### src/bond_transition_histogram_unit_macros.svh
// ----------------------------------------------------------------------------
// bond transition histogram assertion macros
// shared concurrent assertion forms, sampled on the rising clock edge
// ----------------------------------------------------------------------------
`ifndef BOND_TRANSITION_HISTOGRAM_UNIT_MACROS_SVH
`define BOND_TRANSITION_HISTOGRAM_UNIT_MACROS_SVH

// same-cycle implication
`define BTH_ASSERT_IMP(label, ck, rn, ante, cons, msg) \
  label: assert property (@(posedge ck) disable iff (!rn) (ante) |-> (cons)) \
    else $error(msg);

// next-cycle implication
`define BTH_ASSERT_NXT(label, ck, rn, ante, cons, msg) \
  label: assert property (@(posedge ck) disable iff (!rn) (ante) |=> (cons)) \
    else $error(msg);

`endif

### src/btransh_pkg.sv
`timescale 1ns / 1ps
// ----------------------------------------------------------------------------
// btransh_pkg
// shared widths, request codes and controller/datapath interface types
// ----------------------------------------------------------------------------
package btransh_pkg;

  localparam int DEF_MAX_TYPES   = 8;
  localparam int DEF_COUNT_WIDTH = 32;
  localparam int DEF_INDEX_WIDTH = 16;

  localparam int REQ_W  = 2;
  localparam int PART_W = 16;
  localparam int TYPE_W = 3;
  localparam int ROW_W  = 4;
  localparam int COL_W  = 3;
  localparam int NT_W   = 4;
  localparam int BIN_W  = 32;

  localparam logic [NT_W-1:0] NUM_TYPES_RST = 4'd8;

  typedef enum logic [REQ_W-1:0] {
    REQ_RECORD = 2'd0,
    REQ_READ   = 2'd1,
    REQ_CLEAR  = 2'd2,
    REQ_NOP    = 2'd3
  } req_t;

  typedef struct packed {
    logic load;
    logic rd_first;
    logic wr_first;
    logic rd_second;
    logic wr_second;
    logic clr_step;
    logic out_load;
  } btransh_cmd_t;

  typedef struct packed {
    req_t req;
    logic rec_lost;
    logic rec_formed;
    logic read_ok;
    logic clr_last;
    logic out_free;
  } btransh_sts_t;

endpackage

### src/btransh_ctrl.sv
`timescale 1ns / 1ps
// ----------------------------------------------------------------------------
// btransh_ctrl
// sequencer for item acceptance, bin read-modify-write, clear sweep and result
// ----------------------------------------------------------------------------
`include "bond_transition_histogram_unit_macros.svh"

module btransh_ctrl (
  input  logic                      clk,
  input  logic                      rst_n,
  input  logic                      in_valid,
  output logic                      in_stall,
  input  btransh_pkg::btransh_sts_t sts,
  output btransh_pkg::btransh_cmd_t cmd
);
  import btransh_pkg::*;

  typedef enum logic [2:0] {
    S_CLR_INIT,
    S_IDLE,
    S_EXEC,
    S_UPD_A,
    S_UPD_B,
    S_CLR_REQ,
    S_RESP
  } state_t;

  state_t state_r;
  state_t state_nxt;

  assign in_stall = (state_r != S_IDLE);

  always_comb begin
    state_nxt = state_r;
    cmd       = '0;
    case (state_r)
      S_CLR_INIT: begin
        cmd.clr_step = 1'b1;
        if (sts.clr_last) begin
          state_nxt = S_IDLE;
        end
      end
      S_IDLE: begin
        if (in_valid) begin
          cmd.load  = 1'b1;
          state_nxt = S_EXEC;
        end
      end
      S_EXEC: begin
        case (sts.req)
          REQ_RECORD: begin
            if (sts.rec_lost || sts.rec_formed) begin
              cmd.rd_first = 1'b1;
              state_nxt    = S_UPD_A;
            end else begin
              state_nxt = S_RESP;
            end
          end
          REQ_READ: begin
            cmd.rd_first = sts.read_ok;
            state_nxt    = S_RESP;
          end
          REQ_CLEAR: begin
            state_nxt = S_CLR_REQ;
          end
          default: begin
            state_nxt = S_RESP;
          end
        endcase
      end
      S_UPD_A: begin
        cmd.wr_first = 1'b1;
        if (sts.rec_lost && sts.rec_formed) begin
          cmd.rd_second = 1'b1;
          state_nxt     = S_UPD_B;
        end else begin
          state_nxt = S_RESP;
        end
      end
      S_UPD_B: begin
        cmd.wr_second = 1'b1;
        state_nxt     = S_RESP;
      end
      S_CLR_REQ: begin
        cmd.clr_step = 1'b1;
        if (sts.clr_last) begin
          state_nxt = S_RESP;
        end
      end
      S_RESP: begin
        if (sts.out_free) begin
          cmd.out_load = 1'b1;
          state_nxt    = S_IDLE;
        end
      end
      default: begin
        state_nxt = S_IDLE;
      end
    endcase
  end

  always_ff @(posedge clk) begin
    if (!rst_n) begin
      state_r <= S_CLR_INIT;
    end else begin
      state_r <= state_nxt;
    end
  end

  `BTH_ASSERT_NXT(a_load_to_exec, clk, rst_n, cmd.load, state_r == S_EXEC,
                  "accepted item not decoded next cycle")
  `BTH_ASSERT_IMP(a_second_after_first, clk, rst_n, state_r == S_UPD_B,
                  $past(state_r) == S_UPD_A, "second bin update without first")
  `BTH_ASSERT_IMP(a_second_needs_both, clk, rst_n, cmd.rd_second,
                  sts.rec_lost && sts.rec_formed, "second bin read on a single transition")

endmodule

### config.mk
export PLATFORM = sky130hd
export DESIGN_NAME = btransh_ctrl
export DESIGN_NICKNAME = d
export VERILOG_FILES = /design/src/btransh_pkg.sv /design/src/btransh_ctrl.sv
export VERILOG_INCLUDE_DIRS = /design/src /design/src/src
export SDC_FILE = /design/constraint.sdc
export NUM_CORES = 1
export LEC_CHECK = 0
export ABC_CLOCK_PERIOD_IN_PS = 1300
export BUFFER_PORTS_ARGS = -buffer_cell sky130_fd_sc_hd__buf_2
export CAP_MARGIN = 20
export CELL_PAD_IN_SITES_DETAIL_PLACEMENT = 2
export CELL_PAD_IN_SITES_GLOBAL_PLACEMENT = 2
export CORE_AREA = 10 10 52 54
export DETAILED_ROUTE_END_ITERATION = 10
export DIE_AREA = 0 0 62 64
export PLACE_DENSITY_LB_ADDON = 0.1
export SYNTH_ARGS = -nofsm -noshare
export SYNTH_HDL_FRONTEND = slang
export SYNTH_SLANG_ARGS = --single-unit
### constraint.sdc
create_clock -name clk -period 1.3 [get_ports clk]
set_input_delay 0.26 -clock clk [delete_from_list [all_inputs] [get_ports clk]]
set_output_delay 0.26 -clock clk [all_outputs]
set_load 0.01 [all_outputs]
==> impl_metrics.env, run 1 <==
export IMPL_outcome="finished, violations left"
export IMPL_violations="setup timing"
export IMPL_rsz0062_at_grt="true"
export IMPL_syn_area_um2=324
export IMPL_power_switching_mw=0.138
export IMPL_final_common_cell="buf_2"
export IMPL_row_count=15
export IMPL_worst_pin_slew_ps=313
export IMPL_p_comb_share_pct=36.5
export IMPL_slew_headroom_pct=79.0
export IMPL_placed_area_um2=529
export IMPL_route_detailed_drc=0
export IMPL_vias=474
export IMPL_final_cell_mix="buf_2, buf_4, buf_6"
export IMPL_seq_power_share_pct=24.2
export IMPL_clockBufferDepth=2
export IMPL_power_share_clock_pct=39.4
export IMPL_place_hpwl_um=1120
export IMPL_grt_pass1_vias=545
export IMPL_cts_buffers_inserted=3
export IMPL_syn_nets=54
export IMPL_root_buffer="clkbuf_4"
export IMPL_p_total_mw=0.439
export IMPL_vias_per_cell=4.51
export IMPL_min_delay_path_class="in -> reg"
export IMPL_design_die_area_mm2=0.00397
export IMPL_end_kind="output pin"
export IMPL_drt_iter0_drc=4
export IMPL_drive_gt1_share_pct=63.7
export IMPL_grt_max_degree=7
export IMPL_ios=18
export IMPL_final_antenna_net_count=0
export IMPL_power_density_mw_per_mm2=668
export IMPL_ir_drop_mv=0.331
export IMPL_core_area_mm2=0.00171
export IMPL_wl_um=1410
export IMPL_final_hold_viol_count=0
export IMPL_start_util_pct=19.0
export IMPL_fp_dieH_um=64
export IMPL_areaGrowthSynthToFinish_pct=103
export IMPL_finalCritPeriodShare_pct=110
export IMPL_max_freq_mhz=700
export IMPL_num_fill_cells=203
export IMPL_setup_violations=5
export IMPL_ff_latch_area_um2=68.8
export IMPL_worstSetupPathType="reg -> out"
export IMPL_port_buffers=17
export IMPL_intPower_mw=0.301
export IMPL_ys_warn_count=0
export IMPL_hold_slack_ps=272
export IMPL_min_period_ps=1430
export IMPL_yosysUniqueCellTypes=28
export IMPL_multiInputGateArea_um2=259
export IMPL_cts_htree_levels=1
export IMPL_fin_skew_ps=0.814
export IMPL_arrival_ps=1170
export IMPL_grt_ovfl_total=0
export IMPL_critical_path_required_ps=1040
export IMPL_clkSlewWorstSetupHoldPaths_ps=40
export IMPL_gr_usage_all_layers_pct=8.11
export IMPL_cts_tree="yes"
export IMPL_seq_area_frac_synth_pct=18.5
export IMPL_rrSetupSlack_ps=20
export IMPL_largestRegisters="state_r x3"
export IMPL_cts_sinks=3
export IMPL_wl_per_cell_um=13.5
export IMPL_worst_setup_path_start_kind="flop"
export IMPL_cap_viol_max_count=0
export IMPL_slew_violations=0
export IMPL_first_pass_iters=4
export IMPL_layout_setup_ws_ps=-128
export IMPL_p_sw_share_pct=31.4
export IMPL_utilization_pct=38.5
export IMPL_antenna_found_initial=0
export IMPL_clk_latency_ps=240
export IMPL_cp_max_fo=3
export IMPL_ctsHoldBuffers=0
export IMPL_globalplace_congestion=0.760
export IMPL_finalInstanceArea_um2=657
export IMPL_antennaDiodeCount=0
export IMPL_grt_pass1_wl_um=2350
export IMPL_p_leak_nw=0.307
export IMPL_die_w_um=62
export IMPL_syn_avg_cell_area_um2=7.37
export IMPL_ys_ff_latch=3
export IMPL_largest_register="state_r"
export IMPL_largest_register_ff_count=3
export IMPL_synthCells=44
export IMPL_nets=91
[routing by layer]
metal / global-route usage (%) / part of all wire [%]
met2: 13.7 / 50
met5: 0 / 0
met1: 7.00 / 37
met4: 5.87 / 4.8
met3: 4.15 / 8.6
[final cells by class]
class | count | area share, %
sequential | 3 | 10.5
inverter | 3 | 1.71
timing repair buffer | 35 | 39.6
tap | 25 | 4.76
multi-input combinational | 35 | 39.4
clock buffer | 4 | 4.00
[synthesized netlist by cell type (all sizes together)]
cell	count	area, µm²
o22ai	1	6.26
nor2b	2	12.5
a2bb2oi	1	8.76
nand2	3	11.3
and2	1	6.26
or3b	1	8.76
inv	3	11.3
a211oi	1	7.51
a221o	1	11.3
o221a	1	11.3
nor3	2	10.0
o21ai	1	5.00
nor2	5	18.8
nor4	1	6.26
or3	1	6.26
nand2b	2	20.0
dfxtp	3	60.1
nand3b	1	7.51
a21oi	3	15.0
buf	3	21.3
o41ai	1	8.76
and2b	1	7.51
xor2	1	8.76
a221oi	1	15.0
a31oi	1	6.26
and3	2	12.5
[what timing repair did]
action	CTS	global route
setup buffers	4	1
endpoints found under the setup margin	8	10
pin swaps	1	1
gates resized for setup	16	3
[stage by stage]
stage / std cells / setup slack (ps) / TNS, ps
2_1_floorplan: 44 / 68.5 / 0
4_1_cts: 104 / -130 / -438
3_3_place_gp: 96 / -49.9 / -49.9
5_1_grt: 105 / -192 / -1110
3_5_place_dp: 96 / -43.7 / -43.7
6_report: 105 / -128 / -394
[power by group through the flow]
| stage | combinational, mW | clock, mW | sequential [mW] |
|---|---|---|---|
| finish | 0.160 | 0.173 | 0.106 |
| global route | 0.178 | 0.204 | 0.107 |
| CTS | 0.159 | 0.180 | 0.107 |
| detailed placement | 0.144 | 0 | 0.108 |
| global placement | 0.142 | 0 | 0.108 |
| floorplan | 0.0706 | 0 | 0.103 |
[final timing paths]
kind                     end  depth (start not counted)       start
hold reg to reg   state_r[1]                          2  state_r[2]
hold / removal    state_r[0]                          2       rst_n
setup reg to reg  state_r[0]                          5  state_r[1]
setup / recovery      cmd[3]                          4  state_r[1]
[worst max-delay path, stage by stage, from the launching register on]
cell     delay [ps]
dfxtp_4         370
nor2b_4         140
and2_4          150
and3_4          170
buf_6            90
[cells by family (layout without fill, tap and decap cells)]
family,count (synthesis),count (layout),synth area share (%)
and+or+nand+nor,22,22,39.4
AOI/OAI and AO/OA,12,12,29.3
xor gates and xnor gates,1,1,2.70
DFF,3,3,18.5
buffers and inverters,6,42,10.0
Power figures use the tool's default switching activity.
==> run 2: changes to the inputs <==
--- a/config.mk
+++ b/config.mk
@@ -14,7 +14,7 @@
 export CORE_AREA = 10 10 52 54
 export DETAILED_ROUTE_END_ITERATION = 10
 export DIE_AREA = 0 0 62 64
-export PLACE_DENSITY_LB_ADDON = 0.1
+export PLACE_DENSITY = 0.79
 export SYNTH_ARGS = -nofsm -noshare
 export SYNTH_HDL_FRONTEND = slang
 export SYNTH_SLANG_ARGS = --single-unit
==> run 2 against run 1 <==
The flow still finishes with violations (setup timing). Critical path depth is the same. Largest cell class is now multi-input gates. Clock-buffer cell count unchanged. Flip-flop and latch count unchanged. Setup slack gained 25 ps. Highest routed layer unchanged. Combinational power decreased by 3%. Non-clock buffer count stayed put. Register-to-register slack about the same.
==> impl_metrics.env, run 2 (synthesis results as in run 1) <==
export IMPL_grt_pass1_vias=539
export IMPL_finalInstanceArea_um2=632
export IMPL_row_count=15
export IMPL_worstSetupPathType="reg -> out"
export IMPL_rsz0062_at_grt="true"
export IMPL_nets=91
export IMPL_drt_iter0_drc=0
export IMPL_cts_htree_levels=1
export IMPL_utilization_pct=37.0
export IMPL_p_leak_nw=0.302
export IMPL_port_buffers=17
export IMPL_cp_max_fo=4
export IMPL_wl_um=1550
export IMPL_largest_register="state_r"
export IMPL_p_total_mw=0.429
export IMPL_fp_dieH_um=64
export IMPL_antenna_found_initial=0
export IMPL_start_util_pct=19.0
export IMPL_power_density_mw_per_mm2=678
export IMPL_drive_gt1_share_pct=61.3
export IMPL_whs_path_depth=2
export IMPL_slew_headroom_pct=76.7
export IMPL_setup_violations=5
export IMPL_ctsHoldBuffers=0
export IMPL_ios=18
export IMPL_dp_cells=94
export IMPL_rrSetupSlack_ps=10
export IMPL_wl_per_cell_um=14.8
export IMPL_place_hpwl_um=1140
export IMPL_antennaDiodeCount=0
export IMPL_worst_pin_slew_ps=345
export IMPL_slew_violations=0
export IMPL_largestRegisters="state_r x3"
export IMPL_core_area_mm2=0.00171
export IMPL_final_antenna_net_count=0
export IMPL_final_common_cell="buf_2"
export IMPL_grt_pass1_wl_um=2500
export IMPL_route_detailed_drc=0
export IMPL_die_w_um=62
export IMPL_grt_max_degree=7
export IMPL_critPathSlowestCell="dfxtp_4"
export IMPL_worst_r2r_path_depth=5
export IMPL_layout_setup_ws_ps=-103
export IMPL_outcome="finished, violations left"
export IMPL_first_pass_iters=1
export IMPL_r2r_end="state_r[0]"
export IMPL_critical_path_required_ps=1040
export IMPL_min_delay_path_class="in -> reg"
export IMPL_arrival_ps=1140
export IMPL_min_period_ps=1400
export IMPL_fin_skew_ps=0.665
export IMPL_vias_per_cell=4.54
export IMPL_root_buffer="clkbuf_4"
export IMPL_globalplace_congestion=0.745
export IMPL_layoutNonFillerInstCount=105
export IMPL_num_fill_cells=215
export IMPL_min_delay_start="rst_n"
export IMPL_cts_buffers_inserted=3
export IMPL_clk_latency_ps=230
export IMPL_worst_hold_path_endpoint="state_r[0]"
export IMPL_final_cell_mix="buf_2, buf_4, nor2_1, buf_6"
export IMPL_clockBufferDepth=2
export IMPL_gr_usage_all_layers_pct=8.31
export IMPL_r2r_start="state_r[1]"
export IMPL_max_freq_mhz=713
export IMPL_vias=477
export IMPL_areaGrowthSynthToFinish_pct=95.0
export IMPL_finalCritPeriodShare_pct=108
export IMPL_cpPeakStageDelay_ps=360
export IMPL_path_cells="nor2b_4, and2_4, and3_4, buf_6"
export IMPL_final_hold_viol_count=0
export IMPL_end_kind="output pin"
export IMPL_cap_viol_max_count=0
export IMPL_design_die_area_mm2=0.00397
export IMPL_violations="setup timing"
export IMPL_clkSlewWorstSetupHoldPaths_ps=40
export IMPL_worst_setup_path_start_kind="flop"
export IMPL_ir_drop_mv=0.250
export IMPL_cts_tree="yes"
export IMPL_placed_area_um2=502
export IMPL_cts_sinks=3
export IMPL_largest_register_ff_count=3
export IMPL_grt_ovfl_total=0
-- run 2: cell types whose count changed in the layout (fill, tap and decap cells not counted) --
cell and change:
buf_4 +2, buf_6 -2, buf_12 -1, buf_2 +1, dfxtp_2 -1, dfxtp_4 +1
nand2_1 +1, nand2_2 -1, nor2_1 +1, nor2_2 -1
-- run 2: timing repair --
action	CTS	global route
setup endpoints to repair	10	10
buffers inserted	6	1
gates resized for setup	15	1
pin swaps	2	0
-- run 2: final cells by class --
cell class / instances / area, µm² / area share, %
clock buffers: 4 / 26.3 / 4.16
flip-flops and latches: 3 / 71.3 / 11.3
repair buffers: 35 / 238 / 37.6
inverters: 3 / 11.3 / 1.78
multi-input cells: 35 / 254 / 40.2
well taps: 25 / 31.3 / 4.95
-- run 2: power by group --
part | switching, mW | leakage [nW] | total [mW] | internal (mW)
clock network | 0.0503 | 0.0150 | 0.165 | 0.115
registers | 0.0108 | 0.0267 | 0.108 | 0.0969
logic | 0.0708 | 0.260 | 0.155 | 0.0846
-- run 2: worst max-delay path by stage --
stage / from / slack, ps / end / cells past startpoint
after global placement: sts[5] / -40 / cmd[5] / 4
after CTS: state_r[1] / -110 / cmd[2] / 4
after global routing: state_r[1] / -170 / cmd[2] / 4
final: state_r[1] / -100 / cmd[3] / 4
after detailed placement: sts[5] / -80 / cmd[5] / 4
after floorplan: state_r[1] / 70 / cmd[3] / 4
-- run 2: stage by stage --
stage | hold WS [ps] | setup TNS, ps | worst slack, ps
global placement | 532 | -52.8 | -36.0
CTS | 264 | -441 | -110
global route | 270 | -984 | -174
finish | 271 | -376 | -103
detailed placement | 525 | -170 | -83.3
floorplan | 402 | 0 | 68.5
-- run 2: per-layer routing --
layer / track usage, % / wire (µm) / up-vias
met5: 0 / 0 / -
met4: 2.51 / 14 / 0
met3: 3.36 / 115 / 2
met2: 15.3 / 785 / 17
met1: 8.02 / 636 / 225
li1: - / - / 233
-- run 2: worst max-delay path: cells and delay by family (launching register included) --
| family | cells | cell delay [ps] |
|---|---|---|
| flops | 1 | 360 |
| buf+inv | 1 | 100 |
| simple gates | 3 | 450 |
==> run 3: changes to the inputs <==
--- a/config.mk
+++ b/config.mk
@@ -15,6 +15,7 @@
 export DETAILED_ROUTE_END_ITERATION = 10
 export DIE_AREA = 0 0 62 64
 export PLACE_DENSITY = 0.79
+export RECOVER_POWER = 50
 export SYNTH_ARGS = -nofsm -noshare
 export SYNTH_HDL_FRONTEND = slang
 export SYNTH_SLANG_ARGS = --single-unit
==> run 3 against run 2 <==
The flow still finishes with violations (setup timing). Critical endpoint unchanged. Worst hold slack better by 0.97 ps. First-iteration DRC count stayed put. Clock skew is 0.57 ps higher. Critical path depth stayed put. Clock-buffer cell count stayed put. Global-route usage stayed put. Non-clock buffer count stayed put.
==> impl_metrics.env, run 3 (synthesis results as in run 1) <==
export IMPL_outcome="finished, violations left"
export IMPL_violations="setup timing"
export IMPL_layout_setup_ws_ps=-103
export IMPL_final_common_cell="buf_2"
export IMPL_start_util_pct=19.0
export IMPL_final_cell_mix="buf_2, buf_4, nor2_1, buf_6"
export IMPL_worstSetupPathType="reg -> out"
export IMPL_num_fill_cells=214
export IMPL_wl_per_cell_um=14.8
export IMPL_slew_headroom_pct=76.7
export IMPL_drive_gt1_share_pct=61.3
export IMPL_final_antenna_net_count=0
export IMPL_dp_cells=94
export IMPL_design_die_area_mm2=0.00397
export IMPL_ctsHoldBuffers=0
export IMPL_whs_path_depth=2
export IMPL_worst_setup_path_start_kind="flop"
export IMPL_cts_buffers_inserted=3
export IMPL_worst_pin_slew_ps=345
export IMPL_place_hpwl_um=1140
export IMPL_p_total_mw=0.430
export IMPL_wl_um=1550
export IMPL_layoutNonFillerInstCount=105
export IMPL_worst_r2r_path_depth=5
export IMPL_setup_violations=5
export IMPL_route_detailed_drc=0
export IMPL_grt_max_degree=7
export IMPL_ff_latch_area_um2=68.8
export IMPL_finalSetupTns_ps=-373
export IMPL_ir_drop_mv=0.250
export IMPL_cts_htree_levels=1
export IMPL_largest_register="state_r"
export IMPL_p_leak_nw=0.301
export IMPL_critical_path_required_ps=1040
export IMPL_final_hold_viol_count=0
export IMPL_clk_latency_ps=240
export IMPL_min_delay_path_class="in -> reg"
export IMPL_clockBufferDepth=2
export IMPL_areaGrowthSynthToFinish_pct=94.2
export IMPL_grt_ovfl_total=0
export IMPL_largestRegisters="state_r x3"
export IMPL_slew_violations=0
export IMPL_antenna_found_initial=0
export IMPL_grt_pass1_vias=539
export IMPL_arrival_ps=1140
export IMPL_grt_pass1_wl_um=2500
export IMPL_vias=480
export IMPL_multiInputGateArea_um2=254
export IMPL_die_w_um=62
export IMPL_row_count=15
export IMPL_core_area_mm2=0.00171
export IMPL_antennaDiodeCount=0
export IMPL_fp_dieH_um=64
export IMPL_cp_max_fo=4
export IMPL_cts_tree="yes"
export IMPL_drt_iter0_drc=0
export IMPL_finalCritPeriodShare_pct=108
export IMPL_fin_skew_ps=1.24
export IMPL_root_buffer="clkbuf_4"
export IMPL_nets=91
export IMPL_port_buffers=17
export IMPL_min_period_ps=1400
export IMPL_ios=18
export IMPL_gr_usage_all_layers_pct=8.31
export IMPL_max_freq_mhz=713
export IMPL_vias_per_cell=4.57
export IMPL_cts_sinks=3
export IMPL_rsz0062_at_grt="true"
export IMPL_globalplace_congestion=0.745
export IMPL_power_density_mw_per_mm2=683
export IMPL_utilization_pct=36.8
export IMPL_first_pass_iters=1
export IMPL_largest_register_ff_count=3
export IMPL_cap_viol_max_count=0
export IMPL_clkSlewWorstSetupHoldPaths_ps=40
export IMPL_end_kind="output pin"
-- run 3: cell types whose count changed in the layout (fill, tap and decap cells not counted) --
cell,change
dfxtp_2,+1
dfxtp_4,-1
-- run 3: worst paths after layout --
check	from	to	slack, ps
min	rst_n	state_r[0]	270
min reg2reg	state_r[2]	state_r[2]	550
max	state_r[1]	cmd[3]	-100
max reg2reg	state_r[1]	state_r[0]	20
-- run 3: cell type report --
cell class | instances | share of cell area [%]
multi-input combinational | 35 | 40.4
inverter | 3 | 1.79
sequential | 3 | 10.9
tap | 25 | 4.97
timing repair buffer | 35 | 37.8
clock buffer | 4 | 4.17
-- run 3: what timing repair did --
| action | CTS | global route |
|---|---|---|
| endpoints found under the setup margin | 10 | 10 |
| resized for setup | 15 | 1 |
| setup buffers | 6 | 1 |
| pin swaps | 2 | 0 |
-- run 3: where the power goes --
| group | switching, mW | leakage (nW) | internal (mW) |
|---|---|---|---|
| logic | 0.0708 | 0.260 | 0.0845 |
| registers | 0.0108 | 0.0263 | 0.0970 |
| clock network | 0.0513 | 0.0150 | 0.115 |
| total | 0.133 | 0.301 | 0.297 |
-- run 3: worst max-delay path, cell delays in order (launching register included) --
cell,delay [ps]
dfxtp_4,360
nor2b_4,140
and2_4,140
and3_4,170
buf_6,100
-- run 3: layer usage --
layer | up-vias | track usage, % | share of wire [%]
met4 | 0 | 2.51 | 0.90
met5 | - | 0 | 0
met1 | 226 | 8.02 | 41
met3 | 2 | 3.36 | 7.7
li1 | 233 | - | -
met2 | 19 | 15.3 | 50
-- run 3: metrics by stage --
stage / cell area (µm²) / hold WS (ps) / setup slack [ps]
floorplan: 324 / 402 / 68.5
global placement: 502 / 532 / -36.0
detailed placement: 502 / 525 / -83.3
finish: 629 / 272 / -103
global route: 629 / 273 / -174
CTS: 622 / 264 / -110
